## config.mk

```make
export PLATFORM = sky130hd
export DESIGN_NAME = stop_and_wait_connection_table
export DESIGN_NICKNAME = d
export VERILOG_FILES = /design/src/swct_pkg.sv /design/src/swct_result_out.sv /design/src/stop_and_wait_connection_table.sv
export VERILOG_INCLUDE_DIRS = /design/src /design/src/src
export SDC_FILE = /design/constraint.sdc
export NUM_CORES = 2
export LEC_CHECK = 0
export ABC_AREA = 1
export BUFFER_PORTS_ARGS = -buffer_cell sky130_fd_sc_hd__buf_2
export CORE_ASPECT_RATIO = 0.6
export CORE_MARGIN = 2
export CORE_UTILIZATION = 48
export DETAILED_ROUTE_END_ITERATION = 10
export PLACE_DENSITY = 0.66
export SYNTH_ARGS = -nofsm -noshare
export SYNTH_HDL_FRONTEND = slang
export SYNTH_SLANG_ARGS = --single-unit
```

## constraint.sdc

```tcl
create_clock -name clk -period 12.41 [get_ports clk]
set_input_delay 1.241 -clock clk [delete_from_list [all_inputs] [get_ports clk]]
set_output_delay 1.241 -clock clk [all_outputs]
set_load 0.01 [all_outputs]
```

## src/stop_and_wait_connection_table_assert.svh

```systemverilog
// Assertion helpers for the RTL.
`ifndef STOP_AND_WAIT_CONNECTION_TABLE_ASSERT_SVH
`define STOP_AND_WAIT_CONNECTION_TABLE_ASSERT_SVH

// Clocked check, off while reset is asserted.
`define SWCT_ASSERT(label, clk, rst_n, prop, msg) \
    label: assert property (@(posedge clk) disable iff (!rst_n) prop) else $error(msg);

// Clocked check that also holds during reset.
`define SWCT_ASSERT_ALWAYS(label, clk, prop, msg) \
    label: assert property (@(posedge clk) prop) else $error(msg);

`endif

```

## src/swct_pkg.sv

```systemverilog
package swct_pkg;

    localparam int MAX_CONNS_DEF    = 16;
    localparam int OUTBOX_DEPTH_DEF = 16;
    localparam int MAX_RESULTS      = 48;
    localparam int PEND_W           = 9;
    localparam logic [7:0] EPOCH_LIMIT_RST = 8'd5;

    typedef enum logic [1:0] {
        KIND_PACKET = 2'd0,
        KIND_TICK   = 2'd1,
        KIND_WRITE  = 2'd2,
        KIND_CLOSE  = 2'd3
    } kind_t;

    typedef enum logic [2:0] {
        ACT_ACK        = 3'd0,
        ACT_SEND       = 3'd1,
        ACT_DELIVER    = 3'd2,
        ACT_DISCONNECT = 3'd3,
        ACT_WRITE_OK   = 3'd4,
        ACT_REJECT     = 3'd5
    } action_t;

    typedef struct packed {
        action_t     action;
        logic [4:0]  conn;
        logic [31:0] seq;
    } result_t;

    typedef struct packed {
        logic [47:0]       host;
        logic [31:0]       sent;
        logic [31:0]       recv;
        logic [31:0]       acked;
        logic [PEND_W-1:0] pend;
        logic [7:0]        idle;
        logic [31:0]       mark;
    } entry_t;

endpackage

```

## src/swct_result_out.sv

```systemverilog
module swct_result_out
    import swct_pkg::*;
(
    input  logic        clk,
    input  logic        rst_n,
    input  logic        push,
    input  result_t     push_res,
    output logic        push_ok,
    input  logic        flush,
    output logic        flush_ok,
    output logic        m_axis_tvalid,
    input  logic        m_axis_tready,
    output logic [39:0] m_axis_tdata,   // out_conn[4:0], out_seq[36:5], zero pad
    output logic [2:0]  m_axis_tuser,   // action[2:0]
    output logic        m_axis_tlast    // last
);

    logic    out_valid_reg;
    logic    hold_valid_reg;
    logic [5:0] cnt_reg;
    result_t hold_reg;
    result_t out_reg;
    logic    out_last_reg;
    logic    out_free;
    logic    capped;
    logic    do_push;
    logic    do_flush;

    assign out_free = !out_valid_reg || m_axis_tready;
    assign capped   = cnt_reg >= 6'(MAX_RESULTS);
    assign push_ok  = capped || !hold_valid_reg || out_free;
    assign flush_ok = !hold_valid_reg || out_free;
    assign do_push  = push && push_ok && !capped;
    assign do_flush = !push && flush && flush_ok;

    // Hold back one result so the final one can be marked.
    always_ff @(posedge clk or negedge rst_n)
    begin
        if (!rst_n)
        begin
            out_valid_reg  <= 1'b0;
            hold_valid_reg <= 1'b0;
            cnt_reg        <= '0;
        end
        else
        begin
            if ((do_push || do_flush) && hold_valid_reg)
            begin
                out_valid_reg <= 1'b1;
            end
            else if (m_axis_tready)
            begin
                out_valid_reg <= 1'b0;
            end
            if (do_push)
            begin
                hold_valid_reg <= 1'b1;
                cnt_reg        <= cnt_reg + 6'd1;
            end
            else if (do_flush)
            begin
                hold_valid_reg <= 1'b0;
                cnt_reg        <= '0;
            end
        end
    end

    always_ff @(posedge clk)
    begin
        if (do_push)
        begin
            hold_reg <= push_res;
            if (hold_valid_reg)
            begin
                out_reg      <= hold_reg;
                out_last_reg <= 1'b0;
            end
        end
        else if (do_flush && hold_valid_reg)
        begin
            out_reg      <= hold_reg;
            out_last_reg <= 1'b1;
        end
    end

    assign m_axis_tvalid = out_valid_reg;
    assign m_axis_tdata  = {3'b000, out_reg.seq, out_reg.conn};
    assign m_axis_tuser  = out_reg.action;
    assign m_axis_tlast  = out_last_reg;

endmodule

```

## src/stop_and_wait_connection_table.sv

```systemverilog
// Stop-and-wait connection table, server side.
// Input items arrive on s_axis: tuser carries the kind (packet, epoch tick,
// application write, close), tdata the host address, connection id, sequence
// number and payload flag. Each item yields zero or more results on m_axis:
// tuser is the action, tdata the connection and sequence number, tlast marks
// the final result of an item. epoch_limit is written via cfg_wr_en and
// cfg_wr_data; a write of zero is dropped. The user must write it only while
// the block is idle, which the block itself does not enforce. One item is
// worked at a time by a sequencer around an entry memory with one write port,
// a registered read port and a shared datapath. A connect request scans the
// table entry by entry before it creates one; an epoch tick visits every slot
// and works each live connection. Results pass through a one-deep hold stage
// and an output register, so the final result is known before it leaves; a
// stalled receiver stalls the sequencer at the next result. Reset clears valid
// and connected bits, sets the next id to one and epoch_limit to 5; entry
// data is written on creation.
module stop_and_wait_connection_table
    import swct_pkg::*;
#(
    parameter int MAX_CONNS    = MAX_CONNS_DEF,
    parameter int OUTBOX_DEPTH = OUTBOX_DEPTH_DEF
)
(
    input  logic        clk,
    input  logic        rst_n,
    input  logic        s_axis_tvalid,
    output logic        s_axis_tready,
    input  logic [87:0] s_axis_tdata,   // host_addr[47:0], conn_id[52:48], seq_num[84:53],
                                        // has_payload[85], zero pad
    input  logic [1:0]  s_axis_tuser,   // kind[1:0]
    output logic        m_axis_tvalid,
    input  logic        m_axis_tready,
    output logic [39:0] m_axis_tdata,   // out_conn[4:0], out_seq[36:5], zero pad
    output logic [2:0]  m_axis_tuser,   // action[2:0]
    output logic        m_axis_tlast,   // last
    input  logic        cfg_wr_en,
    input  logic [7:0]  cfg_wr_data
);

`include "stop_and_wait_connection_table_assert.svh"

    localparam int IW = (MAX_CONNS > 1) ? $clog2(MAX_CONNS) : 1;
    localparam int NW = $clog2(MAX_CONNS + 2);

    typedef enum logic [4:0] {
        ST_IDLE, ST_REJ, ST_SCAN_RD, ST_SCAN_CMP, ST_CREATE, ST_RD, ST_LOAD,
        ST_EXEC, ST_ACC, ST_POLL, ST_DATA_ACK, ST_WB, ST_TICK_CHK, ST_T_ACK,
        ST_T_HEAD, ST_T_IDLE, ST_FINISH
    } state_t;

    state_t         state_reg;
    logic [MAX_CONNS-1:0] valid_reg;
    logic [MAX_CONNS-1:0] conn_reg;
    logic [NW-1:0]  next_id_reg;
    logic [IW-1:0]  idx_reg;
    logic [7:0]     epoch_limit_reg;

    kind_t          kind_reg;
    logic [47:0]    host_reg;
    logic [4:0]     id_reg;
    logic [31:0]    seq_reg;
    logic           pay_reg;
    entry_t         rec_reg;
    entry_t         rd_data_reg;
    entry_t         mem [MAX_CONNS];

    kind_t          in_kind;
    logic [47:0]    in_host;
    logic [4:0]     in_id;
    logic [31:0]    in_seq;
    logic           in_pay;
    logic           in_known;
    logic [IW-1:0]  in_slot;

    logic [31:0]    head;
    logic           poll_hit;
    logic           full;
    logic           data_hit;
    logic [7:0]     idle_new;
    logic           disc;
    logic           next_ok;
    logic [IW-1:0]  new_slot;
    logic           last_idx;
    logic [4:0]     idx_conn;

    logic           emit_req;
    result_t        emit_res;
    logic           push_ok;
    logic           flush_ok;
    logic           go;
    logic           mem_we;
    logic [IW-1:0]  mem_waddr;
    entry_t         mem_wdata;

    assign in_kind = kind_t'(s_axis_tuser);
    assign in_host = s_axis_tdata[47:0];
    assign in_id   = s_axis_tdata[52:48];
    assign in_seq  = s_axis_tdata[84:53];
    assign in_pay  = s_axis_tdata[85];
    assign in_slot = IW'(in_id - 5'd1);

    always_comb
    begin
        in_known = 1'b0;
        if (in_id != 5'd0 && 32'(in_id) <= 32'(MAX_CONNS))
        begin
            in_known = valid_reg[in_slot];
        end
    end

    assign s_axis_tready = (state_reg == ST_IDLE);

    // Shared datapath on the working entry.
    assign head     = rec_reg.sent - 32'(rec_reg.pend) + 32'd1;
    assign poll_hit = conn_reg[idx_reg] && rec_reg.pend != '0 &&
                      (rec_reg.acked + 32'd1) > rec_reg.mark;
    assign full     = 32'(rec_reg.pend) >= 32'(OUTBOX_DEPTH);
    assign data_hit = seq_reg == (rec_reg.recv + 32'd1);
    assign idle_new = (rec_reg.idle == 8'hFF) ? rec_reg.idle : rec_reg.idle + 8'd1;
    assign disc     = idle_new >= epoch_limit_reg;
    assign next_ok  = 32'(next_id_reg) <= 32'(MAX_CONNS);
    assign new_slot = IW'(next_id_reg - NW'(1));
    assign last_idx = idx_reg == IW'(MAX_CONNS - 1);
    assign idx_conn = 5'(32'(idx_reg) + 32'd1);

    // Result produced in the current state, if any.
    always_comb
    begin
        emit_req = 1'b0;
        emit_res = '{action: ACT_ACK, conn: '0, seq: '0};
        unique case (state_reg)
            ST_REJ:
            begin
                emit_req = 1'b1;
                emit_res = '{action: ACT_REJECT, conn: id_reg, seq: '0};
            end
            ST_CREATE:
            begin
                emit_req = 1'b1;
                if (next_ok)
                begin
                    emit_res = '{action: ACT_ACK, conn: 5'(next_id_reg), seq: '0};
                end
                else
                begin
                    emit_res = '{action: ACT_REJECT, conn: '0, seq: '0};
                end
            end
            ST_EXEC:
            begin
                if (kind_reg == KIND_WRITE)
                begin
                    emit_req = full;
                    emit_res = '{action: ACT_REJECT, conn: id_reg, seq: '0};
                end
                else if (pay_reg)
                begin
                    emit_req = data_hit;
                    emit_res = '{action: ACT_DELIVER, conn: id_reg, seq: seq_reg};
                end
            end
            ST_ACC:
            begin
                emit_req = 1'b1;
                emit_res = '{action: ACT_WRITE_OK, conn: id_reg, seq: rec_reg.sent};
            end
            ST_POLL:
            begin
                emit_req = poll_hit;
                emit_res = '{action: ACT_SEND, conn: id_reg, seq: head};
            end
            ST_DATA_ACK:
            begin
                emit_req = 1'b1;
                emit_res = '{action: ACT_ACK, conn: id_reg, seq: seq_reg};
            end
            ST_T_ACK:
            begin
                emit_req = 1'b1;
                emit_res = '{action: ACT_ACK, conn: idx_conn, seq: rec_reg.recv};
            end
            ST_T_HEAD:
            begin
                emit_req = rec_reg.pend != '0;
                emit_res = '{action: ACT_SEND, conn: idx_conn, seq: head};
            end
            ST_T_IDLE:
            begin
                emit_req = disc;
                emit_res = '{action: ACT_DISCONNECT, conn: idx_conn, seq: '0};
            end
            default:
            begin
                emit_req = 1'b0;
            end
        endcase
    end

    assign go = !emit_req || push_ok;

    // Entry memory write: creation, write-back, tick update.
    always_comb
    begin
        mem_we    = 1'b0;
        mem_waddr = idx_reg;
        mem_wdata = rec_reg;
        if (state_reg == ST_CREATE)
        begin
            mem_we    = go && next_ok;
            mem_waddr = new_slot;
            mem_wdata = '{host: host_reg, default: '0};
        end
        else if (state_reg == ST_WB)
        begin
            mem_we = 1'b1;
        end
        else if (state_reg == ST_T_IDLE)
        begin
            mem_we         = go;
            mem_wdata.idle = idle_new;
        end
    end

    always_ff @(posedge clk)
    begin
        if (mem_we)
        begin
            mem[mem_waddr] <= mem_wdata;
        end
        rd_data_reg <= mem[idx_reg];
    end

    always_ff @(posedge clk or negedge rst_n)
    begin
        if (!rst_n)
        begin
            epoch_limit_reg <= EPOCH_LIMIT_RST;
        end
        else if (cfg_wr_en && cfg_wr_data != 8'd0)
        begin
            epoch_limit_reg <= cfg_wr_data;
        end
    end

    // Sequencer.
    always_ff @(posedge clk or negedge rst_n)
    begin
        if (!rst_n)
        begin
            state_reg   <= ST_IDLE;
            valid_reg   <= '0;
            conn_reg    <= '0;
            next_id_reg <= NW'(1);
            idx_reg     <= '0;
        end
        else
        begin
            unique case (state_reg)
                ST_IDLE:
                begin
                    if (s_axis_tvalid)
                    begin
                        unique case (in_kind)
                            KIND_PACKET:
                            begin
                                if (in_id == 5'd0)
                                begin
                                    idx_reg   <= '0;
                                    state_reg <= (in_seq == 32'd0 && !in_pay) ?
                                                 ST_SCAN_RD : ST_FINISH;
                                end
                                else
                                begin
                                    idx_reg   <= in_slot;
                                    state_reg <= in_known ? ST_RD : ST_FINISH;
                                end
                            end
                            KIND_TICK:
                            begin
                                idx_reg   <= '0;
                                state_reg <= ST_TICK_CHK;
                            end
                            KIND_WRITE:
                            begin
                                idx_reg   <= in_slot;
                                state_reg <= in_known ? ST_RD : ST_REJ;
                            end
                            KIND_CLOSE:
                            begin
                                if (in_id == 5'd0)
                                begin
                                    valid_reg   <= '0;
                                    conn_reg    <= '0;
                                    next_id_reg <= NW'(1);
                                end
                                else if (in_known)
                                begin
                                    valid_reg[in_slot] <= 1'b0;
                                    conn_reg[in_slot]  <= 1'b0;
                                end
                                state_reg <= ST_FINISH;
                            end
                            default:
                            begin
                                state_reg <= ST_FINISH;
                            end
                        endcase
                    end
                end
                ST_REJ:
                begin
                    if (go)
                    begin
                        state_reg <= ST_FINISH;
                    end
                end
                ST_SCAN_RD:
                begin
                    state_reg <= ST_SCAN_CMP;
                end
                ST_SCAN_CMP:
                begin
                    if (valid_reg[idx_reg] && rd_data_reg.host == host_reg)
                    begin
                        state_reg <= ST_FINISH;
                    end
                    else if (last_idx)
                    begin
                        state_reg <= ST_CREATE;
                    end
                    else
                    begin
                        idx_reg   <= idx_reg + IW'(1);
                        state_reg <= ST_SCAN_RD;
                    end
                end
                ST_CREATE:
                begin
                    if (go)
                    begin
                        if (next_ok)
                        begin
                            valid_reg[new_slot] <= 1'b1;
                            conn_reg[new_slot]  <= 1'b1;
                            next_id_reg         <= next_id_reg + NW'(1);
                        end
                        state_reg <= ST_FINISH;
                    end
                end
                ST_RD:
                begin
                    state_reg <= ST_LOAD;
                end
                ST_LOAD:
                begin
                    state_reg <= (kind_reg == KIND_TICK) ? ST_T_ACK : ST_EXEC;
                end
                ST_EXEC:
                begin
                    if (go)
                    begin
                        if (kind_reg == KIND_WRITE)
                        begin
                            state_reg <= full ? ST_FINISH : ST_ACC;
                        end
                        else if (pay_reg)
                        begin
                            state_reg <= data_hit ? ST_DATA_ACK : ST_WB;
                        end
                        else
                        begin
                            state_reg <= ST_POLL;
                        end
                    end
                end
                ST_ACC:
                begin
                    if (go)
                    begin
                        state_reg <= ST_POLL;
                    end
                end
                ST_POLL:
                begin
                    if (go)
                    begin
                        state_reg <= ST_WB;
                    end
                end
                ST_DATA_ACK:
                begin
                    if (go)
                    begin
                        state_reg <= ST_WB;
                    end
                end
                ST_WB:
                begin
                    state_reg <= ST_FINISH;
                end
                ST_TICK_CHK:
                begin
                    if (valid_reg[idx_reg] && conn_reg[idx_reg])
                    begin
                        state_reg <= ST_RD;
                    end
                    else if (last_idx)
                    begin
                        state_reg <= ST_FINISH;
                    end
                    else
                    begin
                        idx_reg <= idx_reg + IW'(1);
                    end
                end
                ST_T_ACK:
                begin
                    if (go)
                    begin
                        state_reg <= ST_T_HEAD;
                    end
                end
                ST_T_HEAD:
                begin
                    if (go)
                    begin
                        state_reg <= ST_T_IDLE;
                    end
                end
                ST_T_IDLE:
                begin
                    if (go)
                    begin
                        if (disc)
                        begin
                            conn_reg[idx_reg] <= 1'b0;
                        end
                        if (last_idx)
                        begin
                            state_reg <= ST_FINISH;
                        end
                        else
                        begin
                            idx_reg   <= idx_reg + IW'(1);
                            state_reg <= ST_TICK_CHK;
                        end
                    end
                end
                ST_FINISH:
                begin
                    if (flush_ok)
                    begin
                        state_reg <= ST_IDLE;
                    end
                end
                default:
                begin
                    state_reg <= ST_IDLE;
                end
            endcase
        end
    end

    // Item fields and working entry.
    always_ff @(posedge clk)
    begin
        if (state_reg == ST_IDLE && s_axis_tvalid)
        begin
            kind_reg <= in_kind;
            host_reg <= in_host;
            id_reg   <= in_id;
            seq_reg  <= in_seq;
            pay_reg  <= in_pay;
        end
        if (state_reg == ST_LOAD)
        begin
            rec_reg <= rd_data_reg;
        end
        else if (state_reg == ST_EXEC && go)
        begin
            if (kind_reg == KIND_WRITE)
            begin
                if (!full)
                begin
                    rec_reg.sent <= rec_reg.sent + 32'd1;
                    rec_reg.pend <= rec_reg.pend + PEND_W'(1);
                end
            end
            else
            begin
                rec_reg.idle <= 8'd0;
                if (pay_reg)
                begin
                    if (data_hit)
                    begin
                        rec_reg.recv <= seq_reg;
                    end
                end
                else
                begin
                    if (seq_reg == rec_reg.acked + 32'd1)
                    begin
                        rec_reg.acked <= seq_reg;
                    end
                    if (rec_reg.pend != '0 && seq_reg == head)
                    begin
                        rec_reg.pend <= rec_reg.pend - PEND_W'(1);
                    end
                end
            end
        end
        else if (state_reg == ST_POLL && go && poll_hit)
        begin
            rec_reg.mark <= head;
        end
    end

    swct_result_out u_result_out (
        .clk           (clk),
        .rst_n         (rst_n),
        .push          (emit_req),
        .push_res      (emit_res),
        .push_ok       (push_ok),
        .flush         (state_reg == ST_FINISH),
        .flush_ok      (flush_ok),
        .m_axis_tvalid (m_axis_tvalid),
        .m_axis_tready (m_axis_tready),
        .m_axis_tdata  (m_axis_tdata),
        .m_axis_tuser  (m_axis_tuser),
        .m_axis_tlast  (m_axis_tlast)
    );

    `SWCT_ASSERT_ALWAYS(a_conn_implies_valid, clk, ((conn_reg & ~valid_reg) == '0),
        "connected entry is not valid")
    `SWCT_ASSERT(a_next_id_range, clk, rst_n,
        (next_id_reg >= NW'(1) && 32'(next_id_reg) <= 32'(MAX_CONNS) + 32'd1),
        "next id out of range")
    `SWCT_ASSERT(a_busy_after_accept, clk, rst_n,
        (s_axis_tvalid && s_axis_tready) |=> (state_reg != ST_IDLE),
        "sequencer idle right after accepting an item")

endmodule

```

==> summary by stage <==
Run status
The run finished with clean final reports.

Floorplan
For this configuration, the core starts out at a cell density of 48.3%. The initialized floorplan defines 158 standard-cell rows. 149 I/O pins were placed.

The height of the chip is 436 um. The total area inside the core boundary comes to 0.309 sq mm. The area of the die is 0.316 sq mm. The die extent in x is 724 um.

Critical path
The worst register-to-register path ends at mem[5][15]. The required time at the worst-slack endpoint is 12.97 ns. The setup slack of the most critical reg-to-reg path is 3.56 ns. STA classifies the critical path endpoint as a flip-flop. The cell depth of the worst flop-to-flop path is 26. The peak fanout along the critical path is 74. The critical setup path kind is flip-flop to flip-flop.

In this run the critical register-to-register path is launched from rec_reg[51]. Data arrives at the worst endpoint at 9.41 ns. On the worst path, the slowest cell contributes a delay of 0.81 ns.

The kind of start point of the critical path is a flip-flop. The critical-path cell with the highest stage delay is nor2_4. In this design, the critical path's most frequently occurring cell is nand2_1.

Logic synthesis
Sorting the synthesized cells by area gives the leading types as edfxtp_1, o21ai_0, nor2_1. The library cell with the largest summed area after synthesis is edfxtp_1. The Yosys step of the flow raised 0 warnings.

The share of synthesized area in the top cell type comes to 69.4%. The number of standard cells after synthesis is 12,300. Yosys mapped a number of flops with a built-in enable equal to 3,450. The cell area that synthesis handed to floorplanning was 0.149 sq mm. Of the synthesized area, sequential elements account for 73.1%. The register bit total from synthesis is 3,705. The top flip-flop cell by instance count after synthesis is edfxtp_1. In this run, distinct cell masters in the synthesized netlist total 60. After synthesis, the share of flip-flops with an asynchronous set or reset is 1.67%.

The most common cell in the netlist is edfxtp_1. The average footprint of a synthesized cell is 12.2 sq um. Ranked by instance count, the synthesized netlist is headed by edfxtp_1, nor2_1, nand2_1.

Finish
The flip-flop count of the largest register after layout is 3,088. The area growth from synthesis to final layout is 11.3%. In the final design database the tool counted 12,500 nets.

The fraction of final layout cells sized beyond drive strength 1 is 7.61%. In the final layout, the multi-input gates occupy 0.0361 sq mm. The combined flip-flop and latch cell area is 0.109 sq mm. The number of fillers in the final layout is 25,300.

GRT
The overall routing resource usage is 27.8%. The first global-routing pass estimated 651,000 um of wire. The number of global-route vias before repair is 95,000. The remaining global-route overflow is 0. Entering global routing, the biggest net connects 239 pins.

The number of antenna violations at the first check in global routing was 20.

STA
For the final database, setup skew stands at 0.0580 ns. In the final timing run, aggregate negative setup slack is 0 ns. The shortest period the worst path allows is 8.85 ns. Dividing the final minimum period by the clock period gives 71.3%. The worst slew slack as a fraction of its limit is 7.27%. The final setup slack of the worst path is 3.56 ns. Derived from the worst setup path, the maximum achievable clock frequency is 113 MHz. The count of pins over their slew limit is 0. The final number of hold-violating endpoints is 0.

At the pin with the least slew margin, the transition time is 1.39 ns. Setup violations remaining at the end of the flow were counted as 0. Setup repair after global routing left no endpoint under its margin.

CTS
The post-cts repair resize count is 0. The total clock buffers created by CTS is 343. The clock latency on the worst-skew pair is 0.94 ns. The H-tree was split into 5 levels.

The count of clock tree sinks is 3,705. The maximum root-to-sink buffer count is 4. The number of buffers added to fix hold violations after cts is 0. TritonCTS built the clock tree. In this run the clock root is driven by a clkbuf_16. Post-CTS timing repair inserted 0 buffers for setup. After clock tree synthesis, the clock-pin slew on the worst setup and hold paths is 0.07 ns.

Power and ir drop
For this design the ratio of total power to cell area is 212 mW/mm^2. For this design the static power due to leakage is 56.7 nW. IR analysis of the VDD net gives a maximum drop of 179 uV. Overall power consumption after layout is estimated at 35.2 mW.

Routing
For this block, the via count after detailed routing is 101,000. The number of detailed-route iterations in the first pass is 6. The overall routed net length is 449,000 um. The number of DRC violations after detailed routing is 0. The detailed router finished its first iteration with 14,200 violations. The via density per instance is 6.06.

Dividing the detail-routed wire length by the instance count gives 26.9 um. In this run the remaining antenna-violating nets after routing total 0.

Place
Once detailed placement completed, the half-perimeter wirelength came to 254,000 um. The number of input and output port buffers inserted is 143. At the end of routability-driven placement, the weighted congestion stood at 0.975. At the placement stage, the worst setup path has a slack of 4.01 ns.

Job
The total of max-cap violations is 0.

Min path
The type of the most critical hold path is input pin to asynchronous set/reset pin.
==> report_power, final <==
part	internal, mW	total (mW)	switching [mW]
clock	6.38	11.1	4.70
sequential	15.0	15.8	0.735
combinational	2.21	8.36	6.15
==> routing by layer <==
layer,global-route usage (%),part of all wire [%]
met2,39.8,43
met1,43.0,43
met4,8.16,3.1
met5,0,0.014
met3,5.64,11
==> how the worst max path moves through the flow <==
stage,startpoint,endpoint,slack (ns),cells past startpoint
floorplan,rec_reg[49],mem[13][0],0.04,24
global placement,rec_reg[51],mem[5][51],3.96,26
detailed placement,rec_reg[49],mem[5][51],4.01,26
CTS,rec_reg[49],mem[5][15],3.98,26
global route,rec_reg[49],mem[5][15],3.46,26
finish,rec_reg[51],mem[5][15],3.56,26
==> critical path: cells and delay by family (launching register included) <==
| family | cells | cell delay (ns) |
|---|---|---|
| flops | 1 | 0.36 |
| buf+inv | 6 | 1.75 |
| xor+xnor | 1 | 0.16 |
| fa+ha+maj | 1 | 0.29 |
| simple gates | 18 | 5.56 |
==> kinds of logic after synthesis <==
group           share of synthesized area, %
simple gates                            11.5
flops                                   73.1
compound gates                          10.3
buf+inv                                 2.94
xor+xnor                                1.03
fa+ha+maj                               1.13
other cells                          0.00251
==> cell type report <==
| class | instances | share of cell area, % |
|---|---|---|
| diodes | 5 | 0.00753 |
| well taps | 4160 | 3.13 |
| repair buffers | 328 | 1.46 |
| clock buffers | 453 | 5.71 |
| flip-flops and latches | 3705 | 65.6 |
| clock inverters | 177 | 1.35 |
| inverters | 447 | 1.02 |
| multi-input cells | 7409 | 21.7 |
==> cells in the final DEF, fill, tap and decap left out, types with 55 or more instances in the layout <==
cell	instances
a21oi_1	166
buf_2	142
buf_4	161
clkbuf_1	66
clkbuf_16	347
clkinv_2	55
dfrtp_1	57
dfxtp_1	193
edfxtp_1	3450
ha_1	131
inv_1	438
nand2_1	1795
nand3_1	150
nand4_1	240
nor2_1	1959
o21ai_0	1718
o22ai_1	813
xnor2_1	57
xor2_1	105
==> through the flow <==
step           hold slack, ns  cells  instance area [sq um]  utilization (%)
5_1_grt                 0.180  16700                 166000             53.7
3_3_place_gp            0.409  16000                 154000             49.9
2_1_floorplan           0.400  12300                 149000                -
6_report                0.191  16700                 166000             53.7
4_1_cts                 0.150  16700                 166000             53.7
3_5_place_dp            0.406  16000                 154000             49.9
(Power assumes the default switching activity.)
